<file path="config.mk">
export PLATFORM = sky130hd
export DESIGN_NAME = spst_ctrl
export DESIGN_NICKNAME = d
export VERILOG_FILES = /design/src/design/spst_pkg.sv /design/src/design/spst_ctrl.sv
export SDC_FILE = /design/constraint.sdc
export NUM_CORES = 1
export LEC_CHECK = 0
export BUFFER_PORTS_ARGS = -buffer_cell sky130_fd_sc_hd__buf_2
export CAP_MARGIN = 20
export CORE_AREA = 2 2 39 41
export CTS_BUF_LIST = sky130_fd_sc_hd__clkbuf_16
export CTS_CLUSTER_SIZE = 12
export DETAILED_ROUTE_END_ITERATION = 6
export DIE_AREA = 0 0 41 43
export HOLD_SLACK_MARGIN = 0.02
export PLACE_DENSITY = 0.4
export SLEW_MARGIN = 20
export SYNTH_ARGS = -nofsm -noshare
export SYNTH_HDL_FRONTEND = slang
export SYNTH_SLANG_ARGS = --single-unit
</file>
<file path="constraint.sdc">
create_clock -name i_clk -period 1.3 [get_ports i_clk]
set_input_delay 0.065 -clock i_clk [delete_from_list [all_inputs] [get_ports i_clk]]
set_output_delay 0.065 -clock i_clk [all_outputs]
set_load 0.005 [all_outputs]
</file>
<file path="src/design/spst_pkg.sv">
// shared types and constants for the sumset / product-set size tracker
// no dependencies; used by spst_ctrl, spst_dpath and the top module
`timescale 1ns / 1ps

package spst_pkg;

    // element range and field widths
    localparam int ELEM_W      = 6;
    localparam int MAX_ELEMENT = 63;
    localparam int NUM_ELEM    = 2 ** ELEM_W;
    localparam int SET_W       = 6;
    localparam int DSUM_W      = 7;
    localparam int DPROD_W     = 12;
    localparam int PSET_W      = 11;

    // pair counter tables
    localparam int SUM_DEPTH   = 2 * MAX_ELEMENT + 1;
    localparam int PROD_DEPTH  = MAX_ELEMENT * MAX_ELEMENT + 1;
    localparam int SUM_AW      = $clog2(SUM_DEPTH);
    localparam int PROD_AW     = $clog2(PROD_DEPTH);
    localparam int SUM_CNT_W   = 7;
    localparam int PROD_CNT_W  = 8;
    localparam int PAIR_DELTA  = 2;
    localparam int SELF_DELTA  = 1;

    // stream widths
    localparam int IN_TDATA_W  = 8;
    localparam int OUT_TDATA_W = 32;
    localparam int OUT_USED_W  = 1 + SET_W + DSUM_W + PSET_W;
    localparam int OUT_PAD_W   = OUT_TDATA_W - OUT_USED_W;

    typedef enum logic [2:0] {
        S_CLEAR,
        S_IDLE,
        S_PAIR,
        S_SELF,
        S_DRAIN,
        S_DONE
    } t_state;

    // controller -> datapath
    typedef struct packed {
        logic load;
        logic clear_step;
        logic pair_step;
        logic self_step;
        logic commit;
    } t_cmd;

    // datapath -> controller
    typedef struct packed {
        logic elem_ok;
        logic last_y;
        logic clear_last;
        logic out_free;
    } t_stat;

endpackage

</file>
<file path="src/design/spst_ctrl.sv">
// sequencing state machine: clearing pass, partner scan, self term, result hand-off
// depends on spst_pkg
`timescale 1ns / 1ps

module spst_ctrl (
    input  logic            i_clk,
    input  logic            i_rst_n,
    input  logic            i_s_tvalid,
    output logic            o_s_tready,
    input  spst_pkg::t_stat i_stat,
    output spst_pkg::t_cmd  o_cmd
);

    spst_pkg::t_state r_state;
    spst_pkg::t_state n_state;

    always_ff @(posedge i_clk) begin
        if (!i_rst_n) begin
            r_state <= spst_pkg::S_CLEAR;
        end else begin
            r_state <= n_state;
        end
    end

    // next state
    always_comb begin
        n_state = r_state;
        case (r_state)
            spst_pkg::S_CLEAR: begin
                if (i_stat.clear_last) n_state = spst_pkg::S_IDLE;
            end
            spst_pkg::S_IDLE: begin
                if (i_s_tvalid) begin
                    n_state = i_stat.elem_ok ? spst_pkg::S_PAIR : spst_pkg::S_DONE;
                end
            end
            spst_pkg::S_PAIR: begin
                if (i_stat.last_y) n_state = spst_pkg::S_SELF;
            end
            spst_pkg::S_SELF:  n_state = spst_pkg::S_DRAIN;
            spst_pkg::S_DRAIN: n_state = spst_pkg::S_DONE;
            spst_pkg::S_DONE: begin
                if (i_stat.out_free) n_state = spst_pkg::S_IDLE;
            end
            default: n_state = spst_pkg::S_CLEAR;
        endcase
    end

    // commands
    always_comb begin
        o_cmd      = '0;
        o_s_tready = 1'b0;
        case (r_state)
            spst_pkg::S_CLEAR: o_cmd.clear_step = 1'b1;
            spst_pkg::S_IDLE: begin
                o_s_tready = 1'b1;
                o_cmd.load = i_s_tvalid;
            end
            spst_pkg::S_PAIR:  o_cmd.pair_step = 1'b1;
            spst_pkg::S_SELF:  o_cmd.self_step = 1'b1;
            spst_pkg::S_DRAIN: o_cmd = '0;
            spst_pkg::S_DONE:  o_cmd.commit = i_stat.out_free;
            default:           o_cmd = '0;
        endcase
    end

endmodule

</file>
# After elaboration in Yosys (flattened, before gate mapping)
# Cells that the tools add are included.
# W data, S select, Z words.
# op_classes
n_addsub	0
mul	0
n_div	0
magnitude_cmp	0
eq_ne	9
shifts	0
n_mux	12
n_bitwise	0
n_reduce_logical	2
# ops
operator	n
$pmux W3 S6	1
$mux W3	5
$ne A2 B2 Y1 const B	4
$eq A3 B2 Y1 const B	2
$eq A3 B3 Y1 const B	2
$mux W1	6
$reduce_and A4 Y1	1
$eq A3 B1 Y1 const B	1
$logic_not A3 Y1	1
# word_totals
register_bits	3
latch_bits	0
ramBits	0
mem_bits_ro	0
in_bits	7
n_memories	0

# Longest topological paths before layout
# Gate-level depths: netlist (run 1).
# logic_depth
ltp_word	3
mapped_depth	4

# Worst setup path after synthesis (run 1)
# Ideal clock, no wire load.
# synth_path
kind	register to register
startpoint	register r_state[1]
endpoint	register r_state[1]
setup_time_ps	96
arrival_time_ps	1072
path_slack_ps	133
stages_incl_launch_ff	5
n_path_buf	1
cell_sequence	dfxtp_1 > buf_6 > and2b_4 > a22o_2 > o41ai_2
# synth_via
elab_chain_cells	3
# synth_rtl
item	line	rtl
start: declaration	spst_ctrl.sv:14	spst_pkg::t_state r_state;
start signal: assignment	spst_ctrl.sv:19	r_state <= spst_pkg::S_CLEAR;
start signal: assignment	spst_ctrl.sv:21	r_state <= n_state;
$eq A3 B2 Y1, or another cell as far along	spst_ctrl.sv:28	case (r_state)
$ne A2 B2 Y1 (no source line)	-	
$reduce_and A4 Y1 (no source line)	-	
# Several ways; a longest one is shown, not always the timed one.
# A chain may end at the register's enable or synchronous reset.

==> results of run 1 <==
==> area by class of cell <==
| cell class | count | area, sq um | share of cell area |
|---|---|---|---|
| multi-input combinational | 22 | 170 | 0.372 |
| timing repair buffer | 19 | 113 | 0.246 |
| clock buffer | 3 | 75.1 | 0.164 |
| sequential | 3 | 65.1 | 0.142 |
| tap | 16 | 20.0 | 0.0437 |
| inverter | 3 | 11.3 | 0.0246 |
| clock inverter | 1 | 3.75 | 0.00820 |
==> where the power goes <==
group | switching, uW | internal (uW)
Sequential | 13.3 | 102
Combinational | 59.3 | 86.6
Clock | 77.9 | 396
Total | 151 | 585
==> worst reg2reg max path, cell delays in order (launching register included) <==
cell and delay (ps):
dfxtp_4 340, buf_4 130, nand2b_2 170, mux2_2 270, o41ai_2 180
==> routing by layer <==
metal | track usage | vias to the layer above | part of all wire
li1 | - | 155 | -
met1 | 0.112 | 125 | 0.46
met2 | 0.128 | 10 | 0.48
met3 | 0.0471 | 0 | 0.063
met4 | 0.0200 | 0 | 0
met5 | 0 | - | 0
==> cell usage in the layout (no fill, tap or decap) <==
master | synthesis | layout
a21oi_1 | 1 | 1
a22o_2 | 1 | 1
a31oi_1 | 2 | 2
and2_1 | 1 | 1
and2b_4 | 1 | 1
and3_1 | 1 | 1
and3_2 | 2 | 2
buf_2 | 1 | 12
buf_4 | 0 | 7
clkbuf_16 | 0 | 3
dfxtp_1 | 3 | 1
dfxtp_2 | 0 | 1
dfxtp_4 | 0 | 1
inv_1 | 3 | 4
mux2_2 | 1 | 1
mux2i_1 | 2 | 2
nand2b_2 | 1 | 1
nand4_1 | 2 | 2
nor2_1 | 1 | 1
nor3_1 | 2 | 2
nor3b_1 | 1 | 1
o21a_1 | 1 | 1
o31ai_1 | 1 | 1
o41ai_2 | 1 | 1
==> cells by family (layout without fill, tap and decap cells) <==
| kind of cell | Yosys count | in the layout |
|---|---|---|
| AOI/OAI and AO/OA | 7 | 7 |
| buffers and inverters | 6 | 26 |
| DFF | 3 | 3 |
| muxes | 3 | 3 |
| and+or+nand+nor | 12 | 12 |
==> timing repair <==
| item | 4_1_cts | 5_1_grt |
|---|---|---|
| hold buffers | 0 | 0 |
| setup buffers | 0 | 1 |
| endpoints found under the setup margin | 3 | 2 |
| resized for setup | 2 | 1 |
==> stage by stage <==
step | hold slack (ps) | std cells | area (sq um)
6_report | 137 | 67 | 458
5_1_grt | 146 | 67 | 458
4_1_cts | 135 | 66 | 449
3_5_place_dp | 357 | 62 | 367
3_3_place_gp | 367 | 62 | 367
2_1_floorplan | 223 | 31 | 263
==> how the worst min path moves through the flow <==
stage                              endpoint     from  cells past startpoint
global placement    r_state[1]$_SDFFE_PN0P_  i_rst_n                      3
finish              r_state[1]$_SDFFE_PN0P_  i_rst_n                      3
detailed placement  r_state[1]$_SDFFE_PN0P_  i_rst_n                      3
CTS                 r_state[1]$_SDFFE_PN0P_  i_rst_n                      3
floorplan           r_state[2]$_SDFFE_PN0P_  i_rst_n                      2
global route        r_state[1]$_SDFFE_PN0P_  i_rst_n                      3
==> results.toml, run 1 <==
[clocking]
htreeDepth = 1
root_buffer = "clkbuf_16"
cts_made_buffers = 3
cts_tree = "yes"
path_clk_slew_ps = 30
cts_max_path_buffers = 2
clk-insertion-delay-late_ps = 220
clock_sinks = 3

[logic_synthesis]
synth_common_cells = "dfxtp_1, inv_1"
synthXorXnorAreaFrac = 0
synthAdderAreaFrac = 0
synth_top_area_frac = 0.229
yosys.area_share.simple = 0.305
synth_cells = 31
seq_area_frac_synth = 0.229
synth_nets = 38
synth-compound-area-share = 0.224
syn_area_sq_um = 263
ys_warn_count = 0
synth_seq_cells = 3
async_reset_ff_frac = 0
synth_top_family_by_area = "simple AND/OR/NAND/NOR gates"
yosys-top-cells-area = "dfxtp_1, mux2i_1, o41ai_2, and3_2, a31oi_1"
avgSynthCellArea_sq_um = 8.48
synthMuxAreaShare = 0.119
synth_edf_count = 0
synthFlopType = "dfxtp_1"
yosysTopAreaCell = "dfxtp_1"
synth.distinct_cells = 22

[worst_setup_path]
rr_worst_depth = 4
critPathSlowestCell = "dfxtp_4"
crit_end = "o_cmd[4]"
path_depth = 4
end_kind = "primary output"
crit_type = "reg -> out"
start_kind = "flip-flop"
cp-startpoint = "r_state[1]$_SDFFE_PN0P_"
required_ps = 1240
path_cells = "and2b_4 -> buf_4 -> and3_2 -> buf_2"
r2r-end = "r_state[1]$_SDFFE_PN0P_"
cp.arrival_ps = 1200
path_buf_inv = 2
critPathMaxFanout = 4
cp_top_family = "simple AND/OR/NAND/NOR gates"
r2r_slack_ps = 100
reg2reg_from = "r_state[1]$_SDFFE_PN0P_"
cp_slowest_stage_delay_ps = 350

[sta]
rsz0062_at_grt = "no"
finalHoldViolCount = 0
relSlewSlack = 0.871
clock-skew-final_ps = 3.05
worst_pin_slew_ps = 188
period_share = 0.973
setup_tns_ps = 0
period_minus_slack_ps = 1270
finalWorstSetupSlack_ps = 34.9
setup_viol = 0
slew_viol_final = 0
timing.fmax_ghz = 0.790

[placement]
pre_cts_slack_ps = 93.7
hpwlAfterDp_um = 540
place_congestion = 0.693
numPortBuffers = 12

[run]
drv_cap = 0

[die]
dieArea_sq_um = 1760
die-height_um = 43
design.core.area_sq_um = 1380
placementRows = 14
die_w_um = 41
ios = 13
start_util = 0.190

[global_routing]
gr-total-overflow = 0
grt_pass1_vias = 273
grt_pass1_wl_um = 1050
antenna_found_initial = 0
grt_usage = 0.0882
grt_max_degree = 8

[route]
wl_um = 669
via_per_inst = 4.33
vias = 290
final_antenna_net_count = 0
wl_per_cell_um = 9.99
drc = 0
drt_iter0_markers = 1
drtPass1Iterations = 2

[min_path]
hp-class = "in -> reg"

[layout]
insertedDiodeCount = 0
reg_top3 = "r_state (3)"
area_delta_synth_final_pct = 74.3
largest_reg_flops = 3
layout-drive-gt1-share = 0.608
fillers = 153
nets = 59
utilization = 0.331
regMostFlops = "r_state"

[status]
status = "finished, final reports clean"

[power_and_ir_drop]
powerDensity_nw_per_um2 = 1610
p_leak_uw = 0.000226
power.total_uw = 735
peakVddDrop_mv = 0.937
No activity file was read; power rests on OpenSTA's default activity.
==> run 2: changes to the inputs <==
--- a/config.mk
+++ b/config.mk
@@ -12,7 +12,7 @@
 export CTS_CLUSTER_SIZE = 12
 export DETAILED_ROUTE_END_ITERATION = 6
 export DIE_AREA = 0 0 41 43
-export HOLD_SLACK_MARGIN = 0.02
+export HOLD_SLACK_MARGIN = 0.1
 export PLACE_DENSITY = 0.4
 export SLEW_MARGIN = 20
 export SYNTH_ARGS = -nofsm -noshare
==> constraint.sdc (replaced) <==
create_clock -name i_clk -period 1.3 [get_ports i_clk]
set_input_delay 0.065 -clock i_clk [delete_from_list [all_inputs] [get_ports i_clk]]
set_output_delay 0.065 -clock i_clk [all_outputs]
set_load 0.02 [all_outputs]
==> run 2 against run 1 <==
Against the previous run:
- first-iteration DRC count grew to 3.0 times the previous value
- clock power about the same
- register-to-register slack lost 40 ps
- utilization is 0.45 points higher
- sequential power about the same
- final cell count unchanged
- setup slack got worse by 4.8 ps
- sequential share of layout area rose by 0.078 points
- routed wire length increased by 1.8%
- clock skew hardly changed
- final area is 1.4% higher
- critical path type unchanged
- highest routed layer unchanged
==> results.toml, run 2 (synthesized netlist as in run 1, its figures left out) <==
[power_and_ir_drop]
power.total_uw = 760
peakVddDrop_mv = 0.947
powerDensity_nw_per_um2 = 1640
p_leak_uw = 0.000226

[die]
die-height_um = 43
die_w_um = 41
ios = 13
design.core.area_sq_um = 1380
start_util = 0.190
placementRows = 14
dieArea_sq_um = 1760

[worst_setup_path]
start_kind = "flip-flop"
r2r_slack_ps = 60
crit_type = "reg -> out"
rr_worst_depth = 4
critPathMaxFanout = 4
end_kind = "primary output"
r2r-end = "r_state[1]$_SDFFE_PN0P_"
cp.arrival_ps = 1200
reg2reg_from = "r_state[1]$_SDFFE_PN0P_"
required_ps = 1240

[min_path]
whs_path_depth = 3
hp-class = "in -> reg"
hp-start = "i_rst_n"
whs_endpoint = "r_state[1]$_SDFFE_PN0P_"

[layout]
layout-drive-gt1-share = 0.627
final_cell_mix = "buf_2, buf_4, inv_1"
finalInstanceArea_sq_um = 464
largest_reg_flops = 3
layout_commonest_cell = "buf_2"
regMostFlops = "r_state"
area_delta_synth_final_pct = 76.7
nets = 59
insertedDiodeCount = 0
utilization = 0.335
reg_top3 = "r_state (3)"

[route]
drt_iter0_markers = 3
wl_per_cell_um = 10.2
drtPass1Iterations = 4
vias = 293
final_antenna_net_count = 0
drc = 0
via_per_inst = 4.37
wl_um = 681

[placement]
placed_cell_area_sq_um = 367
hpwlAfterDp_um = 540
place_congestion = 0.693
numPortBuffers = 12

[global_routing]
antenna_found_initial = 0
grt_usage = 0.0902
grt_pass1_vias = 278
gr-total-overflow = 0
grt_max_degree = 8
grt_pass1_wl_um = 1070

[sta]
setup_tns_ps = 0
timing.fmax_ghz = 0.787
holdWs_ps = 136
period_share = 0.977
clock-skew-final_ps = 3.06
period_minus_slack_ps = 1270
relSlewSlack = 0.869
rsz0062_at_grt = "no"
finalHoldViolCount = 0
slew_viol_final = 0
setup_viol = 0
worst_pin_slew_ps = 191

[clocking]
cts_max_path_buffers = 2
cts_tree = "yes"
clk-insertion-delay-late_ps = 220
root_buffer = "clkbuf_16"
hold_buffers = 0
htreeDepth = 1
path_clk_slew_ps = 30
clock_sinks = 3
cts_made_buffers = 3

[run]
drv_cap = 0

[status]
status = "finished, final reports clean"
[run 2: worst max path at each step]
stage                            start                      end  slack (ps)  cells past startpoint
2_1_floorplan  r_state[1]$_SDFFE_PN0P_  r_state[1]$_SDFFE_PN0P_         130                      4
3_3_place_gp   r_state[1]$_SDFFE_PN0P_  r_state[1]$_SDFFE_PN0P_         110                      3
3_5_place_dp   r_state[1]$_SDFFE_PN0P_  r_state[1]$_SDFFE_PN0P_          90                      3
4_1_cts        r_state[0]$_SDFFE_PN0P_                 o_cmd[4]          10                      4
5_1_grt        r_state[1]$_SDFFE_PN0P_                 o_cmd[4]           3                      4
6_report       r_state[1]$_SDFFE_PN0P_                 o_cmd[4]          30                      4
[run 2: layout make-up]
type / instances / area [sq um]
Clock buffer: 3 / 75.1
Clock inverter: 1 / 3.75
Fill cell: 152 / 920
Inverter: 3 / 11.3
Multi-Input combinational cell: 22 / 170
Sequential cell: 3 / 66.3
Tap cell: 16 / 20.0
Timing Repair Buffer: 19 / 118
[run 2: timing repair]
action | CTS | global route
gates resized for setup | 3 | 3
endpoints found under the setup margin | 3 | 4
buffers inserted | 1 | 0
[run 2: power by group]
group	switching, uW	internal [uW]
registers	11.5	103
logic	82.1	89.1
clock network	78.3	396
[run 2: through the flow]
stage / worst slack (ps) / std cells
after floorplan: 133 / 31
after global placement: 108 / 62
after detailed placement: 93.7 / 62
after CTS: 10.9 / 67
after global routing: 3.28 / 67
final: 30.1 / 67
[run 2: metal layers]
| layer | GRT usage | up-vias | wire length, um |
|---|---|---|---|
| li1 | - | 155 | - |
| met1 | 0.115 | 128 | 319 |
| met2 | 0.131 | 10 | 319 |
| met3 | 0.0471 | 0 | 42 |
| met4 | 0.0200 | 0 | 0 |
| met5 | 0 | - | 0 |
[run 2: worst max-delay path, stage by stage (launching register included)]
cell and delay [ps]:
dfxtp_4 330, and2b_4 180, buf_4 130, and3_2 200
buf_4 150
==> run 3: changes to the inputs <==
--- a/config.mk
+++ b/config.mk
@@ -13,7 +13,9 @@
 export DETAILED_ROUTE_END_ITERATION = 6
 export DIE_AREA = 0 0 41 43
 export HOLD_SLACK_MARGIN = 0.1
+export MAX_ROUTING_LAYER = met4
 export PLACE_DENSITY = 0.4
+export SKIP_LAST_GASP = 1
 export SLEW_MARGIN = 20
 export SYNTH_ARGS = -nofsm -noshare
 export SYNTH_HDL_FRONTEND = slang
==> constraint.sdc (replaced) <==
create_clock -name i_clk -period 1.3 [get_ports i_clk]
set_input_delay 0.065 -clock i_clk [delete_from_list [all_inputs] [get_ports i_clk]]
set_output_delay 0.065 -clock i_clk [all_outputs]
set_load 0.01 [all_outputs]
==> run 3 against run 2 <==
Against the previous run:
- critical path depth is the same
- count of clock-buffer cells in the layout is the same
- sequential share of layout area shrank 0.077 points
- final area grew 0.54%
- clock skew is essentially flat
- register-to-register slack is essentially flat
- global-route usage is essentially flat
- via count grew 0.34%
- combinational power shrank 8%
- die area is the same
- utilization grew 0.18 points
==> results.toml, run 3 (synthesized netlist as in run 1, its figures left out) <==
[sta]
worst_pin_slew_ps = 212
period_share = 0.976
relSlewSlack = 0.857
finalWorstSetupSlack_ps = 31.0
setup_viol = 0
finalHoldViolCount = 0
setup_tns_ps = 0
period_minus_slack_ps = 1270
timing.fmax_ghz = 0.788
slew_viol_final = 0
rsz0062_at_grt = "no"
clock-skew-final_ps = 2.96

[layout]
area_delta_synth_final_pct = 77.6
multiInputGateArea_sq_um = 170
regMostFlops = "r_state"
seq_area_sq_um = 66.3
reg_top3 = "r_state (3)"
finalInstanceArea_sq_um = 467
fillers = 153
nets = 60
layout-drive-gt1-share = 0.635
final_cell_mix = "buf_2, buf_4, inv_1"
largest_reg_flops = 3
insertedDiodeCount = 0
layout_commonest_cell = "buf_2"

[die]
dieArea_sq_um = 1760
design.core.area_sq_um = 1380
placementRows = 14
die_w_um = 41
die-height_um = 43
start_util = 0.190
ios = 13

[worst_setup_path]
cp-startpoint = "r_state[1]$_SDFFE_PN0P_"
critPathSlowestCell = "dfxtp_4"
path_buf_inv = 2
reg2reg_from = "r_state[1]$_SDFFE_PN0P_"
path_depth = 4
required_ps = 1240
critPathMaxFanout = 4
cp_slowest_stage_delay_ps = 350
cp.arrival_ps = 1200
r2r-end = "r_state[1]$_SDFFE_PN0P_"
end_kind = "primary output"
r2r_slack_ps = 70
start_kind = "flip-flop"
rr_worst_depth = 4
crit_end = "o_cmd[4]"
cp_top_family = "simple AND/OR/NAND/NOR gates"
path_cells = "and2b_4 -> buf_4 -> and3_2 -> buf_2"
crit_type = "reg -> out"

[global_routing]
grt_pass1_vias = 273
antenna_found_initial = 0
grt_max_degree = 8
grt_usage = 0.0903
grt_pass1_wl_um = 1050
gr-total-overflow = 0

[placement]
placed_cell_area_sq_um = 367
numPortBuffers = 12
pre_cts_slack_ps = 93.7
place_congestion = 0.700
hpwlAfterDp_um = 540

[clocking]
cts_tree = "yes"
path_clk_slew_ps = 30
htreeDepth = 1
hold_buffers = 0
root_buffer = "clkbuf_16"
cts_max_path_buffers = 2
cts_made_buffers = 3
clk-insertion-delay-late_ps = 220
clock_sinks = 3

[route]
via_per_inst = 4.32
wl_per_cell_um = 9.87
wl_um = 671
drt_iter0_markers = 1
final_antenna_net_count = 0
drtPass1Iterations = 2
vias = 294
drc = 0

[run]
drv_cap = 0

[status]
status = "finished, final reports clean"

[power_and_ir_drop]
peakVddDrop_mv = 0.951
p_leak_uw = 0.000231
powerDensity_nw_per_um2 = 1600

[min_path]
hp-class = "in -> reg"
-- run 3: cell types whose count changed in the layout (fill, tap and decap cells not counted), sizes merged --
cell	delta
buf	+1
-- run 3: area by class of cell --
type,count,share of cell area
Inverter,3,0.0241
Multi-Input combinational cell,22,0.365
Clock inverter,1,0.00804
Tap cell,16,0.0429
Timing Repair Buffer,20,0.257
Sequential cell,3,0.142
Clock buffer,3,0.161
-- run 3: layer usage --
metal	track usage	up-vias	share of wire
li1	-	157	-
met1	0.112	127	0.45
met2	0.128	10	0.48
met3	0.0471	0	0.063
met4	0.0200	0	0
met5	-	-	0
-- run 3: power breakdown --
group	leakage, uW	internal [uW]	switching [uW]
sequential	0.0000261	103	12.8
combinational	0.000163	89.8	67.0
clock	0.0000423	396	78.0
-- run 3: repair_timing --
item	CTS	global route
resized for setup	2	2
endpoints found under the setup margin	3	3
setup buffers	0	2
-- run 3: how the worst min path moves through the flow --
| stage | startpoint | end | slack (ps) | cells after the start |
|---|---|---|---|---|
| 2_1_floorplan | i_rst_n | r_state[2]$_SDFFE_PN0P_ | 220 | 2 |
| 3_3_place_gp | i_rst_n | r_state[1]$_SDFFE_PN0P_ | 370 | 3 |
| 3_5_place_dp | i_rst_n | r_state[1]$_SDFFE_PN0P_ | 360 | 3 |
| 4_1_cts | i_rst_n | r_state[1]$_SDFFE_PN0P_ | 140 | 3 |
| 5_1_grt | i_rst_n | r_state[1]$_SDFFE_PN0P_ | 150 | 3 |
| 6_report | i_rst_n | r_state[1]$_SDFFE_PN0P_ | 140 | 3 |
-- run 3: worst min-delay path, cell delays in order --
cell	delay, ps
buf_2	100
nand4_1	100
o41ai_2	60
-- run 3: metrics by stage --
stage | instances | total power [uW] | util | hold slack, ps
floorplan | 31 | 206 | - | 223
global placement | 62 | 271 | 0.265 | 367
detailed placement | 62 | 268 | 0.265 | 357
CTS | 66 | 749 | 0.325 | 135
global route | 68 | 784 | 0.337 | 146
finish | 68 | 747 | 0.337 | 136
